**src/hw/rtl/kmdl_pkg.sv**
```systemverilog
// ----------------------------------------------------------------------------
// kmdl_pkg: shared types and constants for the key matrix debounce latch
// Holds the per-slot state record, the configuration bundle handed to the
// slot update logic, and the register index codes.
// ----------------------------------------------------------------------------
`default_nettype none

package kmdl_pkg;

  // Slot geometry
  localparam int unsigned KEY_SLOTS = 128;
  localparam int unsigned SLOT_W    = $clog2(KEY_SLOTS);
  localparam int unsigned CNT_W     = 8;
  localparam int unsigned CFG_W     = 64;
  localparam int unsigned CFG_IDX_W = 3;

  // Saturation point of the elapsed counters
  localparam logic [CNT_W-1:0] CNT_MAX = {CNT_W{1'b1}};

  // Latch register codes that mean "no latching key"
  localparam logic [SLOT_W-1:0] LATCH_NONE_LO = SLOT_W'(126);

  // Register index codes
  localparam logic [CFG_IDX_W-1:0] REG_DEBOUNCE_COUNT = 3'd0;
  localparam logic [CFG_IDX_W-1:0] REG_PRESS_DELAY    = 3'd1;
  localparam logic [CFG_IDX_W-1:0] REG_RELEASE_DELAY  = 3'd2;
  localparam logic [CFG_IDX_W-1:0] REG_LATCH_KEY_A    = 3'd3;
  localparam logic [CFG_IDX_W-1:0] REG_LATCH_KEY_B    = 3'd4;
  localparam logic [CFG_IDX_W-1:0] REG_LATCH_KEY_C    = 3'd5;
  localparam logic [CFG_IDX_W-1:0] REG_PRESENT_LOW    = 3'd6;
  localparam logic [CFG_IDX_W-1:0] REG_PRESENT_HIGH   = 3'd7;

  // Per-slot state record
  typedef struct packed {
    logic             physical;
    logic             logical;
    logic             pending;
    logic [CNT_W-1:0] debounce_elapsed;
    logic [CNT_W-1:0] press_elapsed;
    logic [CNT_W-1:0] release_elapsed;
  } slot_t;

  // Timing and latching configuration seen by the update logic
  typedef struct packed {
    logic [CNT_W-1:0]  debounce_count;
    logic [CNT_W-1:0]  press_delay;
    logic [CNT_W-1:0]  release_delay;
    logic [SLOT_W-1:0] latch_key_a;
    logic [SLOT_W-1:0] latch_key_b;
    logic [SLOT_W-1:0] latch_key_c;
  } cfg_t;

  // Outcome of one slot update
  typedef struct packed {
    logic  write;
    slot_t next;
    logic  report;
    logic  pressed;
  } upd_t;

endpackage

`default_nettype wire

```
**src/hw/rtl/key_matrix_debounce_latch.sv**
```systemverilog
// ----------------------------------------------------------------------------
// key_matrix_debounce_latch: debounced key matrix with latching keys
// Per-slot debounce and hold timing over a 128-entry state memory.
// ----------------------------------------------------------------------------
// Usage:
//   The scanner sends one item per sample (slot_index_i, switch_level_i) on
//   in_valid_i / in_stall_o. An item is taken at a clock edge with valid high
//   and stall low. A settled key change comes out as one item
//   (report_slot_o, report_pressed_o) on out_valid_o / out_stall_i.
//   Throughput: one item per cycle while in_stall_o is low. The slot record
//   is read from the state memory at the accepting edge, updated in the
//   update stage and written back as that stage completes; a sample for the
//   same slot taken at the write-back edge is forwarded. Reports are registered.
//   Stalls: a finished report waits in the output register while a new item
//   still enters; the input stalls only when a second report is ready and
//   the output register is still held by out_stall_i.
//   Reset: all slot records read as zero through per-slot valid flops, so no
//   clearing pass is needed; registers return to their reset values.
//   Configuration is written through cfg_we_i / cfg_index_i / cfg_data_i
//   while the block is idle.
// ----------------------------------------------------------------------------
`default_nettype none

module key_matrix_debounce_latch (
  input  logic                             clk_i,
  input  logic                             rst_ni,
  // Configuration write port
  input  logic                             cfg_we_i,
  input  logic [kmdl_pkg::CFG_IDX_W-1:0]   cfg_index_i,
  input  logic [kmdl_pkg::CFG_W-1:0]       cfg_data_i,
  // Sample channel
  input  logic                             in_valid_i,
  output logic                             in_stall_o,
  input  logic [kmdl_pkg::SLOT_W-1:0]      slot_index_i,
  input  logic                             switch_level_i,
  // Report channel
  output logic                             out_valid_o,
  input  logic                             out_stall_i,
  output logic [kmdl_pkg::SLOT_W-1:0]      report_slot_o,
  output logic                             report_pressed_o
);
  import kmdl_pkg::*;

  // Configuration registers
  cfg_t             cfg_q;
  logic [CFG_W-1:0] present_low_q;
  logic [CFG_W-1:0] present_high_q;

  // State memory and per-slot valid flags
  slot_t                mem_q [KEY_SLOTS];
  logic [KEY_SLOTS-1:0] slot_valid_q;

  // Update stage
  logic              s1_valid_q;
  logic [SLOT_W-1:0] s1_slot_q;
  logic              s1_level_q;
  slot_t             rd_q;
  logic              rd_vld_q;
  logic              fwd_q;
  slot_t             fwd_data_q;

  // Output register
  logic              out_valid_q;
  logic [SLOT_W-1:0] out_slot_q;
  logic              out_pressed_q;

  logic                   in_accept;
  logic                   s1_done;
  logic [2*CFG_W-1:0]     present_w;
  logic                   s1_fitted;
  slot_t                  s1_cur;
  upd_t                   upd;

  // Write configuration registers
  always_ff @(posedge clk_i or negedge rst_ni) begin
    if (!rst_ni) begin
      cfg_q.debounce_count <= CNT_W'(1);
      cfg_q.press_delay    <= '0;
      cfg_q.release_delay  <= '0;
      cfg_q.latch_key_a    <= '1;
      cfg_q.latch_key_b    <= '1;
      cfg_q.latch_key_c    <= '1;
      present_low_q        <= '1;
      present_high_q       <= '1;
    end else if (cfg_we_i) begin
      case (cfg_index_i)
        REG_DEBOUNCE_COUNT: cfg_q.debounce_count <= cfg_data_i[CNT_W-1:0];
        REG_PRESS_DELAY:    cfg_q.press_delay    <= cfg_data_i[CNT_W-1:0];
        REG_RELEASE_DELAY:  cfg_q.release_delay  <= cfg_data_i[CNT_W-1:0];
        REG_LATCH_KEY_A:    cfg_q.latch_key_a    <= cfg_data_i[SLOT_W-1:0];
        REG_LATCH_KEY_B:    cfg_q.latch_key_b    <= cfg_data_i[SLOT_W-1:0];
        REG_LATCH_KEY_C:    cfg_q.latch_key_c    <= cfg_data_i[SLOT_W-1:0];
        REG_PRESENT_LOW:    present_low_q        <= cfg_data_i;
        REG_PRESENT_HIGH:   present_high_q       <= cfg_data_i;
        default: ;
      endcase
    end
  end

  // Handshake: the update stage completes unless its report is blocked
  assign s1_done    = s1_valid_q && (!upd.report || !out_valid_q || !out_stall_i);
  assign in_stall_o = s1_valid_q && !s1_done;
  assign in_accept  = in_valid_i && !in_stall_o;

  // Select the current slot record: forwarded, stored, or reset value
  always_comb begin
    if (fwd_q) begin
      s1_cur = fwd_data_q;
    end else if (rd_vld_q) begin
      s1_cur = rd_q;
    end else begin
      s1_cur = '0;
    end
  end

  assign present_w = {present_high_q, present_low_q};
  assign s1_fitted = present_w[s1_slot_q];

  kmdl_slot_update u_update (
    .cfg_i    (cfg_q),
    .slot_i   (s1_slot_q),
    .level_i  (s1_level_q),
    .fitted_i (s1_fitted),
    .cur_i    (s1_cur),
    .upd_o    (upd)
  );

  // Advance the update stage control
  always_ff @(posedge clk_i or negedge rst_ni) begin
    if (!rst_ni) begin
      s1_valid_q <= 1'b0;
      fwd_q      <= 1'b0;
    end else begin
      if (in_accept) begin
        s1_valid_q <= 1'b1;
        fwd_q      <= s1_done && upd.write && (s1_slot_q == slot_index_i);
      end else if (s1_done) begin
        s1_valid_q <= 1'b0;
      end
    end
  end

  // Capture the item and read its slot record
  always_ff @(posedge clk_i) begin
    if (in_accept) begin
      s1_slot_q  <= slot_index_i;
      s1_level_q <= switch_level_i;
      rd_q       <= mem_q[slot_index_i];
      rd_vld_q   <= slot_valid_q[slot_index_i];
      fwd_data_q <= upd.next;
    end
  end

  // Write back the updated slot record
  always_ff @(posedge clk_i) begin
    if (s1_done && upd.write) begin
      mem_q[s1_slot_q] <= upd.next;
    end
  end

  // Mark slots written since reset
  always_ff @(posedge clk_i or negedge rst_ni) begin
    if (!rst_ni) begin
      slot_valid_q <= '0;
    end else if (s1_done && upd.write) begin
      slot_valid_q[s1_slot_q] <= 1'b1;
    end
  end

  // Hold or load the output register
  always_ff @(posedge clk_i or negedge rst_ni) begin
    if (!rst_ni) begin
      out_valid_q <= 1'b0;
    end else if (s1_done && upd.report) begin
      out_valid_q <= 1'b1;
    end else if (!out_stall_i) begin
      out_valid_q <= 1'b0;
    end
  end

  always_ff @(posedge clk_i) begin
    if (s1_done && upd.report) begin
      out_slot_q    <= s1_slot_q;
      out_pressed_q <= upd.pressed;
    end
  end

  assign out_valid_o      = out_valid_q;
  assign report_slot_o    = out_slot_q;
  assign report_pressed_o = out_pressed_q;

endmodule

`default_nettype wire

```
**src/hw/rtl/kmdl_slot_update.sv**
```systemverilog
// ----------------------------------------------------------------------------
// kmdl_slot_update: next-state logic for one key slot
// Applies one switch sample to a slot record: debounce, press and release
// hold timing, momentary or latching logical state, and the settle report.
// ----------------------------------------------------------------------------
`default_nettype none

module kmdl_slot_update (
  input  kmdl_pkg::cfg_t                  cfg_i,
  input  logic [kmdl_pkg::SLOT_W-1:0]     slot_i,
  input  logic                            level_i,
  input  logic                            fitted_i,
  input  kmdl_pkg::slot_t                 cur_i,
  output kmdl_pkg::upd_t                  upd_o
);
  import kmdl_pkg::*;

  logic             latching;
  logic             use_press;
  logic [CNT_W-1:0] hold_elapsed;
  logic [CNT_W-1:0] hold_delay;
  logic             hold_over;
  logic [CNT_W-1:0] hold_next;

  // Match the slot against the three latch registers
  always_comb begin
    latching = ((cfg_i.latch_key_a < LATCH_NONE_LO) && (cfg_i.latch_key_a == slot_i)) ||
               ((cfg_i.latch_key_b < LATCH_NONE_LO) && (cfg_i.latch_key_b == slot_i)) ||
               ((cfg_i.latch_key_c < LATCH_NONE_LO) && (cfg_i.latch_key_c == slot_i));
  end

  // Pick the hold counter pair for this change
  always_comb begin
    if (latching) begin
      use_press = !cur_i.logical;
    end else begin
      use_press = level_i;
    end
    hold_elapsed = use_press ? cur_i.press_elapsed : cur_i.release_elapsed;
    hold_delay   = use_press ? cfg_i.press_delay   : cfg_i.release_delay;
    hold_over    = (hold_elapsed >= hold_delay);
    hold_next    = (hold_elapsed < CNT_MAX) ? hold_elapsed + CNT_W'(1) : hold_elapsed;
  end

  // Build the new slot record and the report
  always_comb begin
    upd_o.write   = fitted_i;
    upd_o.next    = cur_i;
    upd_o.report  = 1'b0;
    upd_o.pressed = cur_i.logical;
    if (cur_i.physical == level_i) begin
      // Agreeing level: settle and report once
      if (cur_i.pending) begin
        upd_o.next.pending          = 1'b0;
        upd_o.next.debounce_elapsed = '0;
        upd_o.next.press_elapsed    = '0;
        upd_o.next.release_elapsed  = '0;
        upd_o.report                = fitted_i;
      end
    end else begin
      upd_o.next.pending = 1'b1;
      if (cur_i.debounce_elapsed < cfg_i.debounce_count) begin
        // Still debouncing
        upd_o.next.debounce_elapsed = cur_i.debounce_elapsed + CNT_W'(1);
      end else if (latching && !level_i) begin
        // Latching key takes a release at once
        upd_o.next.physical = level_i;
      end else if (hold_over) begin
        // Hold is over: take the level
        upd_o.next.physical = level_i;
        if (latching) begin
          upd_o.next.logical = !cur_i.logical;
        end else begin
          upd_o.next.logical = level_i;
        end
      end else begin
        // Advance the hold counter
        if (use_press) begin
          upd_o.next.press_elapsed = hold_next;
        end else begin
          upd_o.next.release_elapsed = hold_next;
        end
      end
    end
  end

endmodule

`default_nettype wire

```
**config.mk**
```make
export PLATFORM = sky130hd
export DESIGN_NAME = key_matrix_debounce_latch
export DESIGN_NICKNAME = d
export VERILOG_FILES = /design/src/hw/rtl/kmdl_pkg.sv /design/src/hw/rtl/key_matrix_debounce_latch.sv /design/src/hw/rtl/kmdl_slot_update.sv
export SDC_FILE = /design/constraint.sdc
export NUM_CORES = 2
export LEC_CHECK = 0
export BUFFER_PORTS_ARGS = -buffer_cell sky130_fd_sc_hd__buf_4
export CORE_MARGIN = 2
export CORE_UTILIZATION = 55
export DETAILED_ROUTE_END_ITERATION = 10
export PLACE_DENSITY = 0.71
export SETUP_SLACK_MARGIN = 0.1
export SLEW_MARGIN = 10
export SYNTH_ARGS = -nofsm -noshare
export SYNTH_HDL_FRONTEND = slang
export SYNTH_SLANG_ARGS = --single-unit
```
**constraint.sdc**
```tcl
create_clock -name clk_i -period 32.8 [get_ports clk_i]
set_input_delay 0 -clock clk_i [delete_from_list [all_inputs] [get_ports clk_i]]
set_output_delay 0 -clock clk_i [all_outputs]
set_load 0.05 [all_outputs]
```
==> impl_metrics.toml <==
[clocking]
cts.sinks = 3831
tritoncts = "yes"
cts-root-buf = "clkbuf_16"
cts_resized = 0
path_clk_slew_ns = 0.06
h-tree-depth = 5
cts_setup_buffers = 0
cts-buffers-inserted = 375
cts_buffer_depth = 4
clkLatencyLatePin_ns = 0.95

[timing]
fin_skew_ns = 0.0771
whs_ns = 0.0441
period_minus_slack_ns = 7.61
rsz0062_at_grt = "false"
tightest_slew_ns = 1.32
setup_viol = 0
timing.fmax_mhz = 131
setup_tns_ns = 0
hold_viol_final = 0
drv_slew = 0
slew_headroom_pct = 11.9
finalCritPeriodShare_pct = 23.2

[cells_and_area]
drive_above_1_share_pct = 37.7
final_common_cell = "edfxtp_1"
syn_to_final_growth_pct = 13.3
nNetsFinal = 6958
final_util_pct = 62.6
layout_common_cells = "edfxtp_1 (3527), mux4_2 (1187), clkbuf_16 (380)"

[synthesis]
synth-edff-count = 3527
ys_types = 61
yosysSeqAreaShare_pct = 76.1
ys.flop_type = "edfxtp_1"
yosys_warnings = 0
syn_nets = 6472
syn_inst = 6375
synth-async-reset-ratio_pct = 7.94
synth.avg_cell_area_um2 = 23.4
synth-seq-cells = 3831
syn_area_um2 = 149000

[floorplanning]
num_rows = 191
start_util_pct = 55.2
die_w_um = 525
coreArea_um2 = 271000
die_area_um2 = 276000
die_h_um = 525
io_pins = 90

[worst_setup_path]
critPathKind = "register to register"
crit_fanout = 97
rr_endpoint = "mem_q[76][3]"
cpMaxStageDelayCell = "buf_4"
worstPathCellList = "buf_4 -> nor2_1 -> o2111ai_1 -> o221a_2 -> mux2i_4 -> buf_4 -> nor2_1 -> a21oi_1 -> ha_1 -> a2111oi_1 -> nor2b_1 -> o21ai_0 -> o211ai_1 -> nor2b_1 -> nand3_1 -> o221ai_4 -> buf_4"
r2r_slack_ns = 25.19
reg2reg_depth = 17
crit_path_max_incr_delay_ns = 0.98
cp.required_ns = 33.33
arrival_ns = 8.13
r2r_start = "s1_slot_q[2]"
cp_common_cell = "buf_4"
cp-end-kind = "register"
worstSetupStartpointType = "register"

[grt]
grt_max_degree = 186
gr-total-overflow = 0
grt_pass1_vias = 72300
antenna_found_initial = 36
grt_use_total_pct = 28.6
grt_pass1_wl_um = 551000

[place]
dp_hpwl_um = 204000
portBuffers = 89
place_congestion = 0.878

[outcome]
outcome = "completed"

[worst_hold_path]
worstHoldPathCells = 2
min_to = "s1_slot_q[5]"
hold_path_startpoint = "slot_index_i[5]"
holdCritPathClass = "input pin to register"

[routing]
drc_errors = 0
drt_wl_total_um = 394000
viasPerCell = 6.81
postRouteAntennaNets = 0
vias = 73200
wl_per_cell_um = 36.6
dr.pass1.iters = 8
drt_iter0_drc = 11000

[flow_run]
drv_cap = 0

[power_and_ir_drop]
p_per_area_nw_per_um2 = 62.5
power_leakage_nw = 54.5
ir_drop_uv = 47.3
[worst max-delay path: cells and delay by family (launching register included)]
family | cells | cell delay (ns)
AOI/OAI and AO/OA | 7 | 2.64
buffers and inverters | 3 | 2.07
and+or+nand+nor | 5 | 1.14
DFF | 1 | 0.58
adders and majority gates | 1 | 0.30
muxes | 1 | 0.25
[flip-flops by register name, summed over array words and instances (netlist names), 27 cells and up]
name	count
cfg_q	45
fwd_data_q	27
mem_q	3456
present_high_q	64
present_low_q	64
rd_q	27
slot_valid_q	128
[cells by family after synthesis]
group                    synth area share, %
AO/OA/AOI/OAI                           1.45
XOR/XNOR                               0.182
adder cells (fa/ha/maj)                0.142
buffers and inverters                   1.14
flip-flops                              76.1
multiplexers                            19.8
AND/OR/NAND/NOR                         1.23
[area by class of cell]
| class | instances | area [um2] |
|---|---|---|
| Multi-Input combinational cell | 2146 | 35000 |
| Fill cell | 17400 | 101000 |
| Clock inverter | 219 | 1980 |
| Timing Repair Buffer | 492 | 4260 |
| Antenna cell | 16 | 40.0 |
| Clock buffer | 463 | 9840 |
| Inverter | 15 | 58.8 |
| Sequential cell | 3831 | 114000 |
| Tap cell | 3570 | 4470 |
[report_power, final]
group / switching [mW] / leakage [nW] / internal [mW]
Clock: 1.81 / 5.78 / 2.38
Sequential: 0.0502 / 36.0 / 5.55
Combinational: 0.505 / 12.7 / 0.297
[Yosys cell counts, types with 6 or more instances]
master       n  area, um2
ha_1        17        213
nor3_1     142        711
nor2_1      48        180
clkbuf_1   212        796
o21ai_0     43        215
o22ai_1      7       43.8
dfstp_2    150       3940
a211oi_1     6       45.0
inv_1       14       52.6
a31o_2     128       1120
buf_1       55        206
nor2b_1     18        113
nand3_1     37        185
mux4_2    1187      26700
a22o_1      17        149
xor2_1      13        114
nand4_1      8       50.1
a21oi_1     26        130
dfrtp_1    154       3850
buf_2      102        510
a221oi_1     6       52.6
mux2_2     203       2290
mux2i_1     49        490
edfxtp_1  3527     106000
a22oi_1     26        195
buf_6        6       67.6
nand2_1     69        259
and3_1       6       37.5
nand2b_1    12       75.1
buf_4        8       60.1
xnor2_1     18        158
[stage by stage]
stage                     power, mW  instances  area (um2)  setup WS, ns
after floorplan                6.20       6375      149000         22.15
after global placement         6.45       9900      156000         25.60
after detailed placement       6.47       9900      156000         25.43
after CTS                      10.6      10700      169000         25.35
after global routing           10.9      10700      169000         24.78
final                          10.6      10800      169000         25.19
[timing repair]
item / 4_1_cts / 5_1_grt
hold buffers: 152 / 0
endpoints found under the hold margin: 312 / 0
endpoints found under the setup margin: 0 / 0
[routing by layer]
metal	track usage, %	vias to the layer above	wire (um)
met4	9.25	16	14500
met3	7.90	724	50800
li1	-	28300	-
met1	39.8	39300	142000
met5	0	-	105
met2	44.3	4813	187000
[how the worst max path moves through the flow]
stage,cells past startpoint,endpoint,slack (ns),start
2_1_floorplan,21,fwd_data_q[9],22.15,s1_slot_q[0]
3_3_place_gp,19,mem_q[124][8],25.60,s1_slot_q[2]
3_5_place_dp,17,mem_q[76][3],25.43,s1_slot_q[2]
4_1_cts,17,mem_q[76][3],25.35,s1_slot_q[2]
5_1_grt,17,mem_q[92][3],24.78,s1_slot_q[2]
6_report,17,mem_q[76][3],25.19,s1_slot_q[2]
(Power assumes the default switching activity.)
